==> src/hdl/cpmt_pkg.sv <==
// Shared types and constants for the coordinate pair merge table.
package cpmt_pkg;

    // Fixed field widths of the stream and register interfaces.
    localparam int VALUE_W  = 12;
    localparam int INDEX_W  = 6;
    localparam int COUNT_W  = 7;
    localparam int STATUS_W = 3;
    localparam int REG_IDX_W = 2;

    localparam logic [VALUE_W-1:0] RADIUS_RESET = 12'd10;

    // Register indexes on the configuration port.
    localparam logic [REG_IDX_W-1:0] REG_MERGE_MODE = 2'd0;
    localparam logic [REG_IDX_W-1:0] REG_MIN_SEP    = 2'd1;
    localparam logic [REG_IDX_W-1:0] REG_RADIUS     = 2'd2;

    typedef enum logic [1:0] {
        CMD_INSERT = 2'd0,
        CMD_CLEAR  = 2'd1,
        CMD_READ   = 2'd2,
        CMD_NONE   = 2'd3
    } t_command;

    typedef enum logic [1:0] {
        MODE_MAX     = 2'd0,
        MODE_MIN     = 2'd1,
        MODE_REPLACE = 2'd2,
        MODE_MIN_MAX = 2'd3
    } t_merge_mode;

    typedef enum logic [STATUS_W-1:0] {
        ST_REJECTED = 3'd0,
        ST_MERGED   = 3'd1,
        ST_APPENDED = 3'd2,
        ST_FULL     = 3'd3,
        ST_CLEARED  = 3'd4,
        ST_READ     = 3'd5
    } t_status;

    typedef enum logic [2:0] {
        S_IDLE,
        S_CHECK,
        S_SCAN,
        S_FINISH,
        S_READ,
        S_RESULT
    } t_state;

    // Operations the controller asks of the datapath.
    typedef enum logic [2:0] {
        OP_NONE,
        OP_LOAD,
        OP_READ_RESULT,
        OP_REJECT,
        OP_SCAN_START,
        OP_SCAN,
        OP_FINISH
    } t_dp_op;

    // Status the datapath reports to the controller.
    typedef struct packed {
        t_command in_cmd;
        logic     sep_reject;
        logic     table_empty;
        logic     scan_last;
    } t_dp_stat;

    typedef struct packed {
        t_status              status;
        logic [COUNT_W-1:0]   count;
        logic [VALUE_W-1:0]   first;
        logic [VALUE_W-1:0]   second;
    } t_result;

    function automatic logic [VALUE_W-1:0] abs_diff(
        input logic [VALUE_W-1:0] x,
        input logic [VALUE_W-1:0] y
    );
        return (x >= y) ? (x - y) : (y - x);
    endfunction

    function automatic logic [VALUE_W-1:0] max_v(
        input logic [VALUE_W-1:0] x,
        input logic [VALUE_W-1:0] y
    );
        return (x > y) ? x : y;
    endfunction

    function automatic logic [VALUE_W-1:0] min_v(
        input logic [VALUE_W-1:0] x,
        input logic [VALUE_W-1:0] y
    );
        return (x < y) ? x : y;
    endfunction

endpackage

==> src/hdl/cpmt_ctrl.sv <==
// Controller state machine that sequences each request through the datapath.
module cpmt_ctrl (
    input  logic                i_clk,
    input  logic                i_rst_n,
    input  logic                i_s_tvalid,
    output logic                o_s_tready,
    input  logic                i_out_free,
    output logic                o_out_load,
    input  cpmt_pkg::t_dp_stat  i_stat,
    output cpmt_pkg::t_dp_op    o_op
);

    cpmt_pkg::t_state r_state;
    cpmt_pkg::t_state n_state;

    // State register.
    always_ff @(posedge i_clk) begin
        if (!i_rst_n) begin
            r_state <= cpmt_pkg::S_IDLE;
        end else begin
            r_state <= n_state;
        end
    end

    // Next state and datapath commands.
    always_comb begin
        n_state    = r_state;
        o_op       = cpmt_pkg::OP_NONE;
        o_s_tready = 1'b0;
        o_out_load = 1'b0;
        case (r_state)
            cpmt_pkg::S_IDLE: begin
                o_s_tready = 1'b1;
                if (i_s_tvalid) begin
                    o_op = cpmt_pkg::OP_LOAD;
                    case (i_stat.in_cmd)
                        cpmt_pkg::CMD_INSERT: n_state = cpmt_pkg::S_CHECK;
                        cpmt_pkg::CMD_CLEAR:  n_state = cpmt_pkg::S_RESULT;
                        cpmt_pkg::CMD_READ:   n_state = cpmt_pkg::S_READ;
                        default:              n_state = cpmt_pkg::S_IDLE;
                    endcase
                end
            end
            cpmt_pkg::S_READ: begin
                o_op    = cpmt_pkg::OP_READ_RESULT;
                n_state = cpmt_pkg::S_RESULT;
            end
            cpmt_pkg::S_CHECK: begin
                if (i_stat.sep_reject) begin
                    o_op    = cpmt_pkg::OP_REJECT;
                    n_state = cpmt_pkg::S_RESULT;
                end else if (i_stat.table_empty) begin
                    n_state = cpmt_pkg::S_FINISH;
                end else begin
                    o_op    = cpmt_pkg::OP_SCAN_START;
                    n_state = cpmt_pkg::S_SCAN;
                end
            end
            cpmt_pkg::S_SCAN: begin
                o_op = cpmt_pkg::OP_SCAN;
                if (i_stat.scan_last) begin
                    n_state = cpmt_pkg::S_FINISH;
                end
            end
            cpmt_pkg::S_FINISH: begin
                o_op    = cpmt_pkg::OP_FINISH;
                n_state = cpmt_pkg::S_RESULT;
            end
            cpmt_pkg::S_RESULT: begin
                // Hand the result over once the output register can take it.
                if (i_out_free) begin
                    o_out_load = 1'b1;
                    n_state    = cpmt_pkg::S_IDLE;
                end
            end
            default: begin
                n_state = cpmt_pkg::S_IDLE;
            end
        endcase
    end

endmodule

==> src/hdl/cpmt_datapath.sv <==
// Datapath: request registers, the pair table memory, the entry count and merge logic.
module cpmt_datapath #(
    parameter int TABLE_DEPTH = 64
) (
    input  logic                                i_clk,
    input  logic                                i_rst_n,
    input  cpmt_pkg::t_dp_op                    i_op,
    output cpmt_pkg::t_dp_stat                  o_stat,
    input  cpmt_pkg::t_command                  i_command,
    input  logic [cpmt_pkg::VALUE_W-1:0]        i_first_value,
    input  logic [cpmt_pkg::VALUE_W-1:0]        i_second_value,
    input  logic [cpmt_pkg::INDEX_W-1:0]        i_entry_index,
    input  cpmt_pkg::t_merge_mode               i_merge_mode,
    input  logic [cpmt_pkg::VALUE_W-1:0]        i_min_sep,
    input  logic [cpmt_pkg::VALUE_W-1:0]        i_radius,
    output cpmt_pkg::t_result                   o_result
);

    localparam int VW   = cpmt_pkg::VALUE_W;
    localparam int IW   = (TABLE_DEPTH > 1) ? $clog2(TABLE_DEPTH) : 1;
    localparam int CW   = $clog2(TABLE_DEPTH + 1);
    localparam int CMPW = (CW > cpmt_pkg::INDEX_W) ? CW : cpmt_pkg::INDEX_W;

    // Pair table: second value in the upper half, first value in the lower half.
    logic [2*VW-1:0] mem [TABLE_DEPTH];
    logic [2*VW-1:0] r_rd_data;

    logic [VW-1:0]                   r_first;
    logic [VW-1:0]                   r_second;
    logic [cpmt_pkg::INDEX_W-1:0]    r_index;
    logic [CW-1:0]                   r_count;
    logic [IW-1:0]                   r_scan_idx;
    logic                            r_matched;
    cpmt_pkg::t_status               r_status;
    logic [VW-1:0]                   r_read_first;
    logic [VW-1:0]                   r_read_second;

    logic [IW-1:0]   rd_addr;
    logic [IW-1:0]   wr_addr;
    logic [2*VW-1:0] wr_data;
    logic            wr_en;
    logic [VW-1:0]   ent_first;
    logic [VW-1:0]   ent_second;
    logic [VW-1:0]   mrg_first;
    logic [VW-1:0]   mrg_second;
    logic            match;
    logic            has_room;
    logic            read_hit;

    assign ent_first  = r_rd_data[VW-1:0];
    assign ent_second = r_rd_data[2*VW-1:VW];
    assign has_room   = (r_count < CW'(TABLE_DEPTH));
    assign read_hit   = (CMPW'(r_index) < CMPW'(r_count));

    // Entry under scan lies within the radius on both values.
    assign match = (cpmt_pkg::abs_diff(r_first, ent_first) <= i_radius) &&
                   (cpmt_pkg::abs_diff(r_second, ent_second) <= i_radius);

    // Merged entry value for the configured mode.
    always_comb begin
        case (i_merge_mode)
            cpmt_pkg::MODE_MAX: begin
                mrg_first  = cpmt_pkg::max_v(ent_first, r_first);
                mrg_second = cpmt_pkg::max_v(ent_second, r_second);
            end
            cpmt_pkg::MODE_MIN: begin
                mrg_first  = cpmt_pkg::min_v(ent_first, r_first);
                mrg_second = cpmt_pkg::min_v(ent_second, r_second);
            end
            cpmt_pkg::MODE_REPLACE: begin
                mrg_first  = r_first;
                mrg_second = r_second;
            end
            default: begin
                mrg_first  = cpmt_pkg::min_v(ent_first, r_first);
                mrg_second = cpmt_pkg::max_v(ent_second, r_second);
            end
        endcase
    end

    // Memory read address: the requested entry on load, else the next scan entry.
    always_comb begin
        case (i_op)
            cpmt_pkg::OP_LOAD:       rd_addr = IW'(i_entry_index);
            cpmt_pkg::OP_SCAN_START: rd_addr = '0;
            cpmt_pkg::OP_SCAN:       rd_addr = r_scan_idx + IW'(1);
            default:                 rd_addr = r_scan_idx;
        endcase
    end

    // Memory write: merge back during the scan, or append at the end.
    always_comb begin
        wr_en   = 1'b0;
        wr_addr = r_scan_idx;
        wr_data = {mrg_second, mrg_first};
        if (i_op == cpmt_pkg::OP_SCAN) begin
            wr_en = match;
        end else if (i_op == cpmt_pkg::OP_FINISH) begin
            wr_en   = !r_matched && has_room;
            wr_addr = r_count[IW-1:0];
            wr_data = {r_second, r_first};
        end
    end

    // Table memory with registered read data.
    always_ff @(posedge i_clk) begin
        if (wr_en) begin
            mem[wr_addr] <= wr_data;
        end
        r_rd_data <= mem[rd_addr];
    end

    // Request fields and result payload.
    always_ff @(posedge i_clk) begin
        case (i_op)
            cpmt_pkg::OP_LOAD: begin
                r_first       <= i_first_value;
                r_second      <= i_second_value;
                r_index       <= i_entry_index;
                r_read_first  <= '0;
                r_read_second <= '0;
                r_status      <= cpmt_pkg::ST_CLEARED;
            end
            cpmt_pkg::OP_READ_RESULT: begin
                r_status <= cpmt_pkg::ST_READ;
                if (read_hit) begin
                    r_read_first  <= ent_first;
                    r_read_second <= ent_second;
                end
            end
            cpmt_pkg::OP_REJECT: begin
                r_status <= cpmt_pkg::ST_REJECTED;
            end
            cpmt_pkg::OP_FINISH: begin
                if (r_matched) begin
                    r_status <= cpmt_pkg::ST_MERGED;
                end else if (has_room) begin
                    r_status <= cpmt_pkg::ST_APPENDED;
                end else begin
                    r_status <= cpmt_pkg::ST_FULL;
                end
            end
            default: begin
            end
        endcase
    end

    // Entry count, scan position and match flag.
    always_ff @(posedge i_clk) begin
        if (!i_rst_n) begin
            r_count    <= '0;
            r_scan_idx <= '0;
            r_matched  <= 1'b0;
        end else begin
            case (i_op)
                cpmt_pkg::OP_LOAD: begin
                    r_matched <= 1'b0;
                    if (i_command == cpmt_pkg::CMD_CLEAR) begin
                        r_count <= '0;
                    end
                end
                cpmt_pkg::OP_SCAN_START: begin
                    r_scan_idx <= '0;
                end
                cpmt_pkg::OP_SCAN: begin
                    r_scan_idx <= r_scan_idx + IW'(1);
                    if (match) begin
                        r_matched <= 1'b1;
                    end
                end
                cpmt_pkg::OP_FINISH: begin
                    if (!r_matched && has_room) begin
                        r_count <= r_count + CW'(1);
                    end
                end
                default: begin
                end
            endcase
        end
    end

    // Status toward the controller.
    assign o_stat.in_cmd      = i_command;
    assign o_stat.sep_reject  = (cpmt_pkg::abs_diff(r_first, r_second) <= i_min_sep);
    assign o_stat.table_empty = (r_count == '0);
    assign o_stat.scan_last   = ((CW'(r_scan_idx) + CW'(1)) == r_count);

    assign o_result.status = r_status;
    assign o_result.count  = cpmt_pkg::COUNT_W'(r_count);
    assign o_result.first  = r_read_first;
    assign o_result.second = r_read_second;

endmodule

==> src/hdl/coordinate_pair_merge_table.sv <==
// Top level of the coordinate pair merge table: register port, output register, core.
//
// The block holds up to TABLE_DEPTH coordinate pairs in a table memory with one
// registered read port. It answers one request at a time with one result, and gives
// nothing for the unused command code. A clear goes from acceptance straight to the
// result state, a read through the read state and a rejected insert through the check
// state. Any other insert passes the check state, then, unless the table is empty, the
// scan state, in which the read port visits each valid entry once, one entry per cycle,
// and merges it back in place when it matches, and then the finish state. The result
// state loads the result into the output register once that register is free. The
// next request can be accepted in the cycle after the result is loaded. A result
// waiting at the output does not stop the next request from being accepted. Reset and
// clear empty the table by zeroing the entry count; there is no clearing pass.
// Configuration registers lie at byte addresses 0 (merge mode), 4 (minimum separation)
// and 8 (match radius).
module coordinate_pair_merge_table #(
    parameter int TABLE_DEPTH = 64
) (
    input  logic        i_clk,
    input  logic        i_rst_n,
    // Request stream
    input  logic        i_s_tvalid,
    output logic        o_s_tready,
    // [1:0] command, [13:2] first_value, [25:14] second_value, [31:26] entry_index
    input  logic [31:0] i_s_tdata,
    // Result stream
    output logic        o_m_tvalid,
    input  logic        i_m_tready,
    // [2:0] status, [9:3] entry_count, [21:10] read_first, [33:22] read_second,
    // [39:34] zero
    output logic [39:0] o_m_tdata,
    // Configuration port
    input  logic        psel,
    input  logic        penable,
    input  logic        pwrite,
    input  logic [3:0]  paddr,
    input  logic [31:0] pwdata,
    output logic [31:0] prdata,
    output logic        pready
);

    localparam int VW = cpmt_pkg::VALUE_W;

    cpmt_pkg::t_merge_mode r_merge_mode;
    logic [VW-1:0]         r_min_sep;
    logic [VW-1:0]         r_radius;

    logic [cpmt_pkg::REG_IDX_W-1:0] reg_idx;
    logic                           cfg_write;

    cpmt_pkg::t_result  r_out;
    logic               r_out_valid;
    cpmt_pkg::t_result  dp_result;
    cpmt_pkg::t_dp_stat dp_stat;
    cpmt_pkg::t_dp_op   dp_op;
    logic               out_free;
    logic               out_load;

    assign pready    = 1'b1;
    assign reg_idx   = paddr[3:2];
    assign cfg_write = psel && penable && pwrite;

    // Configuration registers.
    always_ff @(posedge i_clk) begin
        if (!i_rst_n) begin
            r_merge_mode <= cpmt_pkg::MODE_MAX;
            r_min_sep    <= '0;
            r_radius     <= cpmt_pkg::RADIUS_RESET;
        end else if (cfg_write) begin
            case (reg_idx)
                cpmt_pkg::REG_MERGE_MODE: r_merge_mode <= cpmt_pkg::t_merge_mode'(pwdata[1:0]);
                cpmt_pkg::REG_MIN_SEP:    r_min_sep    <= pwdata[VW-1:0];
                cpmt_pkg::REG_RADIUS:     r_radius     <= pwdata[VW-1:0];
                default: begin
                end
            endcase
        end
    end

    // Register read-back.
    always_comb begin
        case (reg_idx)
            cpmt_pkg::REG_MERGE_MODE: prdata = {30'd0, r_merge_mode};
            cpmt_pkg::REG_MIN_SEP:    prdata = {{(32-VW){1'b0}}, r_min_sep};
            cpmt_pkg::REG_RADIUS:     prdata = {{(32-VW){1'b0}}, r_radius};
            default:                  prdata = '0;
        endcase
    end

    // Output register: loaded by the controller, emptied when the sink takes it.
    assign out_free = !r_out_valid || i_m_tready;

    always_ff @(posedge i_clk) begin
        if (!i_rst_n) begin
            r_out_valid <= 1'b0;
        end else if (out_load) begin
            r_out_valid <= 1'b1;
        end else if (i_m_tready) begin
            r_out_valid <= 1'b0;
        end
    end

    always_ff @(posedge i_clk) begin
        if (out_load) begin
            r_out <= dp_result;
        end
    end

    assign o_m_tvalid = r_out_valid;
    assign o_m_tdata  = {6'd0, r_out.second, r_out.first, r_out.count, r_out.status};

    cpmt_ctrl u_ctrl (
        .i_clk      (i_clk),
        .i_rst_n    (i_rst_n),
        .i_s_tvalid (i_s_tvalid),
        .o_s_tready (o_s_tready),
        .i_out_free (out_free),
        .o_out_load (out_load),
        .i_stat     (dp_stat),
        .o_op       (dp_op)
    );

    cpmt_datapath #(
        .TABLE_DEPTH (TABLE_DEPTH)
    ) u_datapath (
        .i_clk          (i_clk),
        .i_rst_n        (i_rst_n),
        .i_op           (dp_op),
        .o_stat         (dp_stat),
        .i_command      (cpmt_pkg::t_command'(i_s_tdata[1:0])),
        .i_first_value  (i_s_tdata[13:2]),
        .i_second_value (i_s_tdata[25:14]),
        .i_entry_index  (i_s_tdata[31:26]),
        .i_merge_mode   (r_merge_mode),
        .i_min_sep      (r_min_sep),
        .i_radius       (r_radius),
        .o_result       (dp_result)
    );

endmodule
==> config.mk <==
export PLATFORM = sky130hd
export DESIGN_NAME = coordinate_pair_merge_table
export DESIGN_NICKNAME = d
export VERILOG_FILES = /design/src/hdl/cpmt_pkg.sv /design/src/hdl/cpmt_ctrl.sv /design/src/hdl/cpmt_datapath.sv /design/src/hdl/coordinate_pair_merge_table.sv
export SDC_FILE = /design/constraint.sdc
export NUM_CORES = 2
export LEC_CHECK = 0
export BUFFER_PORTS_ARGS = -buffer_cell sky130_fd_sc_hd__buf_2
export CAP_MARGIN = 20
export CORE_UTILIZATION = 30
export DETAILED_ROUTE_END_ITERATION = 8
export REMOVE_ABC_BUFFERS = 1
export SLEW_MARGIN = 0
export SYNTH_ARGS = -nofsm -noshare
export SYNTH_HDL_FRONTEND = slang
export SYNTH_SLANG_ARGS = --single-unit
==> constraint.sdc <==
create_clock -name i_clk -period 9.06 [get_ports i_clk]
set_clock_uncertainty 0.2 [all_clocks]
set_input_delay 1.812 -clock i_clk [delete_from_list [all_inputs] [get_ports i_clk]]
set_output_delay 1.812 -clock i_clk [all_outputs]
set_load 0.1 [all_outputs]
# After elaboration in Yosys (flattened, before gate mapping)
# Memories as Yosys holds them, arrays and structs flattened. A register that Yosys moved wholly into a read port is not among the register bits.
# Index checks and enable logic that the tools add are counted.
# op_classes
addsub	9
order_cmp	12
eq_ne	25
muxes	48
reduce_logical	26
# ops
operator	n
two-way mux 12 bit	9
case mux 12 bit (2 select lines)	4
subtractor 12 bit	6
two-way mux 24 bit	2
greater-or-equal comparator 12 bit	3
<= comparator 12 bit	3
case mux 12 bit (3 select lines)	1
case mux 3 bit (5 select lines)	2
greater-than comparator 12 bit	2
< comparator 12 bit	2
two-way mux 3 bit	7
case mux 6 bit (3 select lines)	1
== test 3 bit, second input constant	5
two-way mux 7 bit	2
case mux 7 bit (2 select lines)	1
two-way mux 1 bit	13
== test 3 x 2 -> 1 bit, second input constant	4
two-way mux 6 bit	2
case mux 3 bit (4 select lines)	1
case mux 6 bit (2 select lines)	1
!= test 2 bit, second input constant	5
AND reduction 2 bit	5
nonzero test 2 bit	5
case mux 3 bit (3 select lines)	1
20 further kinds	33
# word_totals
reg_bits	135
mem_bits_rw	1536
in_bits	75
output_inout_bits	75
elab_cells	139
n_memories	1
# mem_list
memory	depth	width	rd	rd_clocked_by_memory_dff	write_ports	line_no	source
u_datapath.mem	64	24	1	1	1	cpmt_datapath.sv:25	logic [2*VW-1:0] mem [TABLE_DEPTH];

# Depth between registers and ports, before layout
# logic_depth
depth_word	10
depth_mapped	29
depth_no_buf	25

# By module
# Synthesis repeated with hierarchy kept, for this count alone.
# unflattened
cells_unflattened	5944
area_unflattened_um2	72180.5
# modules_own_cells
mod	n_inst	cells_each	area_each_um2	seq_area_each_um2
cpmt_datapath	1	5711	69404.1	48596.6
coordinate_pair_merge_table	1	192	2453.6	1561.5
cpmt_ctrl	1	41	322.8	60.1

# Worst setup path after synthesis
# OpenSTA, ideal clock, no wires.
# synth_timing
kind	register to register
startpoint	reg u_datapath.r_first[7]
endpoint	mem u_datapath.mem[26][0] in the netlist's numbering (enable)
setup_ns	0.435
arrival_ns	6.705
t_required_ns	8.425
path_slack_ns	1.720
path_stages_with_launch	26
path_buffers	5
synth_period_minus_slack_ns	7.340
path_cell_list	edfxtp_1 -> inv_1 -> ha_1 -> clkbuf_1 -> and3_1 -> and4_1 -> and4_1 -> a211oi_1 -> a21oi_1 -> clkbuf_1 -> clkbuf_1 -> mux2i_1 -> xnor2_1 -> ha_1 -> a21o_1 -> a21o_1 -> a21o_1 -> a21o_1 -> a21o_1 -> a21o_1 -> a211oi_1 -> o221a_2 -> nor2_1 -> clkbuf_1 -> buf_1 -> nor3_1
# synth_between
elab_chain_len	10
elab_cells_between_ends	21
cone_classes	add/sub (4); order compare (4); eq/ne (2); mux (10); reduce/logical (1)
# synth_rtl
element	line_no	source
from (decl)	cpmt_datapath.sv:28	logic [VW-1:0] r_first;
from (signal assigned)	cpmt_datapath.sv:117	r_first <= i_first_value;
subtractor 12 bit or greater-or-equal comparator 12 bit (tied branches)	cpmt_pkg.sv:80	return (x >= y) ? (x - y) : (y - x);
two-way mux 12 bit	cpmt_pkg.sv:80	
<= comparator 12 bit	cpmt_datapath.sv:184	assign o_stat.sep_reject = (cpmt_pkg::abs_diff(r_first, r_second) <= i_min_sep);
two-way mux 3 bit	cpmt_ctrl.sv:49	if (i_stat.sep_reject) begin
case mux 3 bit (5 select lines)	cpmt_ctrl.sv:31	case (r_state)
== test 3 bit	cpmt_datapath.sv:98	end else if (i_op == cpmt_pkg::OP_FINISH) begin
two-way mux 1 bit	cpmt_datapath.sv:98	
two-way mux 1 bit	cpmt_datapath.sv:96	if (i_op == cpmt_pkg::OP_SCAN) begin
two-way mux 1 bit	cpmt_datapath.sv:107	if (wr_en) begin
two-way mux 1 bit (not written as such)	cpmt_datapath.sv:108	mem[wr_addr] <= wr_data;
to (decl)	cpmt_datapath.sv:25	
# Several ways; a longest one is shown, not always the timed one.

# Worst setup path after layout
# layout_timing
startpoint	reg u_datapath.r_first[0]
endpoint	reg u_datapath.r_rd_data[7] (read register of u_datapath.mem)
# layout_between
elab_chain_len	7
elab_cells_between_ends	11
cone_classes	add/sub (2); order compare (2); eq/ne (3); mux (4)
# layout_rtl
element	line_no	source
subtractor 12 bit or greater-or-equal comparator 12 bit (tied branches)	cpmt_pkg.sv:80	
two-way mux 12 bit (*)	cpmt_pkg.sv:80	
<= comparator 12 bit (*)	cpmt_datapath.sv:184	
two-way mux 3 bit (*)	cpmt_ctrl.sv:49	
case mux 3 bit (5 select lines) (*)	cpmt_ctrl.sv:31	
== test 3 bit or == test 3 x 1 -> 1 bit (tied branches)	cpmt_datapath.sv:83	case (i_op)
case mux 6 bit (3 select lines) (*)	cpmt_datapath.sv:83	
to (decl)	cpmt_datapath.sv:26	logic [2*VW-1:0] r_rd_data;
# Mark *: on every way between the ends. The rest lies on a longest branch, timed or not.
# A chain may end at the register's enable or synchronous reset.

==> results.sh <==
export IMPL_cts_root_buf="clkbuf_16"
export IMPL_worst_hold_path_type="register to register"
export IMPL_synth_common_cells="edfxtp_1, nand2_1, and3_1, a211oi_1, clkbuf_1"
export IMPL_crit_type="register to register"
export IMPL_syn2layout_area_growth_pct=15.4
export IMPL_numCtsBuffers=171
export IMPL_die_height_um=492
export IMPL_grt_usage_pct=16.7
export IMPL_fin_cells=8692
export IMPL_path_max_fanout=24
export IMPL_row_count=179
export IMPL_vias=46100
export IMPL_status="complete, but fails checks"
export IMPL_syn_area_mm2=0.0720
export IMPL_synth_async_reset_ratio_pct=0
export IMPL_drt_iter0_markers=5571
export IMPL_first_pass_iters=8
export IMPL_ant_nets=0
export IMPL_startpoint_type="register"
export IMPL_ys_ff_latch=1695
export IMPL_yosys_warnings=0
export IMPL_rsz0062_at_grt="no"
export IMPL_gp_congestion=0.890
export IMPL_clk_latency_ps=840
export IMPL_yosysTopAreaCell="edfxtp_1"
export IMPL_r2r_start="u_datapath.r_first[0]"
export IMPL_overflow=0
export IMPL_clock_sinks=1695
export IMPL_post_drt_via_cell_ratio=5.31
export IMPL_r2r_slack_ps=520
export IMPL_fillers=22800
export IMPL_reg2reg_to="u_datapath.r_rd_data[7]"
export IMPL_drv_slew=0
export IMPL_syn_instance_count=5221
export IMPL_yosysUniqueCellTypes=73
export IMPL_powerDensity_mw_per_mm2=358
export IMPL_tightest_slew_ps=1140
export IMPL_critPathArrivalTime_ps=9060
export IMPL_ctsHtreeMaxLevel=4
export IMPL_cp_slowest_cell="nor3_1"
export IMPL_ios=150
export IMPL_switchingPower_mw=11.6
export IMPL_min_period_ps=8540
export IMPL_yosysMostFrequentCell="edfxtp_1"
export IMPL_wire_per_inst_um=24.0
export IMPL_ir_drop_uv=379
export IMPL_crit_path_end_kind="register"
export IMPL_drcViolationCount=60
export IMPL_ys_top_cells_by_area="edfxtp_1, a211oi_1, nand2_1, and3_1, a31oi_1"
export IMPL_synth_edff_count=1627
export IMPL_syn_avg_cell_area_um2=13.8
export IMPL_violations="DRC"
export IMPL_cts_tree="yes"
export IMPL_antenna_found_initial=6
export IMPL_ff_latch_area_mm2=0.0502
export IMPL_die_x_um=492
export IMPL_grt_pass1_wl_mm=302
export IMPL_p_leak_nw=28.2
export IMPL_critPathLaunch="u_datapath.r_first[0]"
export IMPL_tns_ps=0
export IMPL_cts_max_path_buffers=3
export IMPL_maxCapViolCount=0
export IMPL_setup_viol_count_final=0
export IMPL_multi_input_area_mm2=0.0203
export IMPL_grt_max_degree=141
export IMPL_p_sw_share_pct=39.0
export IMPL_yosysSeqAreaShare_pct=69.7
export IMPL_port_buffer_count=100
export IMPL_dp_cells=8373
export IMPL_reg2reg_depth=29
export IMPL_wirelength_mm=209
export IMPL_final_area_mm2=0.0831
export IMPL_drive_gt1_share_pct=14.5
export IMPL_finalHoldViolCount=0
export IMPL_seqPwrFrac_pct=37.5
export IMPL_clkPwrFrac_pct=22.8
export IMPL_finalCritPeriodShare_pct=94.3
export IMPL_power_internal_mw=18.2
export IMPL_start_util_pct=30.2
export IMPL_core_area_mm2=0.238
export IMPL_synthFlopType="edfxtp_1"
export IMPL_fin_nets=5583
export IMPL_synth_top_area_share_pct=67.8
export IMPL_hold_ws_ps=216
export IMPL_worstPathRequired_ps=9580
export IMPL_cts_setup_buffers=0
export IMPL_max_slew_margin_pct=24.2
export IMPL_cp_endpoint="u_datapath.r_rd_data[7]"
export IMPL_p_comb_share_pct=39.7
export IMPL_place_hpwl_mm=120
export IMPL_clkTransAtPathRegs_ps=60
export IMPL_max_freq_mhz=117
export IMPL_crit_path_max_incr_delay_ps=700
export IMPL_placed_area_mm2=0.0777
export IMPL_grt_pass1_vias=43600
export IMPL_ctsResizeCount=0
export IMPL_die_area_mm2=0.242
export IMPL_hold_buffers=0
==> cell type report <==
| cell class | count | area share, % |
|---|---|---|
| diodes | 4 | 0.0120 |
| clock buffers | 219 | 5.44 |
| clock inverters | 93 | 0.935 |
| inverters | 106 | 0.479 |
| multi-input cells | 3039 | 24.4 |
| flip-flops and latches | 1695 | 60.4 |
| well taps | 3167 | 4.77 |
| repair buffers | 369 | 3.53 |
==> worst min-delay path by stage <==
stage	start	to	slack, ps	cells past startpoint
6_report	u_datapath.r_read_second[1]	o_m_tdata[23]	220	0
5_1_grt	u_datapath.r_read_first[3]	o_m_tdata[13]	220	0
4_1_cts	u_datapath.r_read_first[2]	o_m_tdata[12]	220	0
3_5_place_dp	u_datapath.r_read_second[1]	o_m_tdata[23]	200	0
3_3_place_gp	u_datapath.r_read_first[2]	o_m_tdata[12]	200	0
2_1_floorplan	u_datapath.r_status[0]	o_m_tdata[0]	200	0
==> placed cells by master, fill, tap and decap left out, types with 19 or more instances in the layout <==
cell	count
a21o_1	48
clkinv_2	26
clkbuf_16	172
a31o_2	27
a221oi_1	70
and2_1	53
nand4_1	21
clkbuf_1	43
a311oi_1	48
nor3_2	51
xnor2_1	31
inv_1	105
buf_12	32
clkinv_1	40
a211oi_1	349
dfxtp_1	68
and3_1	367
nor2_2	19
o21ai_0	113
mux2_2	54
ha_1	120
nor2_1	55
buf_4	234
a21boi_0	28
conb_1	27
a211o_1	32
a21oi_1	166
mux2i_1	126
nand2_1	621
edfxtp_1	1627
nor4_1	34
a31oi_1	245
a22oi_1	50
buf_2	100
nand3_1	46
nor2b_1	20
==> per-stage QoR <==
stage               power, mW  util, %  setup WS, ps
floorplan                18.6        -        -22040
global placement         22.7     32.6           634
detailed placement       22.9     32.6           701
CTS                      29.7     34.8           684
global route             31.0     34.9           213
finish                   29.7     34.9           521
==> registers in the layout (all words and copies together), names as in the netlist <==
| register | flops |
|---|---|
| u_datapath.r_count | 7 |
| o_m_tvalid | 1 |
| o_m_tdata | 34 |
| r_merge_mode | 2 |
| r_min_sep | 12 |
| u_datapath.r_read_first | 12 |
| u_datapath.r_scan_idx | 6 |
| u_datapath.r_status | 3 |
| r_radius | 12 |
| u_ctrl.r_state | 3 |
| u_datapath.r_index | 6 |
| u_datapath.mem | 1536 |
| u_datapath.r_first | 12 |
| u_datapath.r_read_second | 12 |
| u_datapath.r_second | 12 |
| u_datapath.r_rd_data | 24 |
| u_datapath.r_matched | 1 |
==> cell families after synthesis <==
| kind of cell | Yosys count | share of synthesized area (%) |
|---|---|---|
| AOI/OAI and AO/OA | 1299 | 12.6 |
| xor gates and xnor gates | 41 | 0.499 |
| adders and majority gates | 126 | 2.25 |
| buffers and inverters | 512 | 2.95 |
| DFF | 1695 | 69.7 |
| muxes | 180 | 2.60 |
| other | 2 | 0.0104 |
| and+or+nand+nor | 1366 | 9.38 |
==> per-layer routing <==
layer  GRT usage [%]  share of wire (%)  up-vias  wire length [um]
li1                -                  -    20700                 -
met1            23.1                 43    23300             89700
met2            25.9                 46     1883             95100
met3            3.26                8.1      293             16900
met4            6.13                3.5        0              7250
met5               0                  0        -                 0
==> critical path, delay by kind of cell, from the launching register on <==
family	cells	cell delay (ps)
buffers and inverters	6	1050
and+or+nand+nor	6	2010
muxes	1	280
AOI/OAI and AO/OA	12	3390
xor gates and xnor gates	1	100
DFF	1	520
adders and majority gates	3	850
==> power groups by stage <==
| stage | Sequential (mW) | Combinational, mW | Clock [mW] |
|---|---|---|---|
| after global routing | 11.2 | 12.6 | 7.19 |
| after CTS | 11.1 | 11.6 | 6.89 |
| after detailed placement | 11.3 | 11.6 | 0 |
| after global placement | 11.3 | 11.4 | 0 |
| final | 11.1 | 11.8 | 6.79 |
| after floorplan | 11.4 | 7.23 | 0 |
Note: power is estimated with default switching activity, not from simulation.
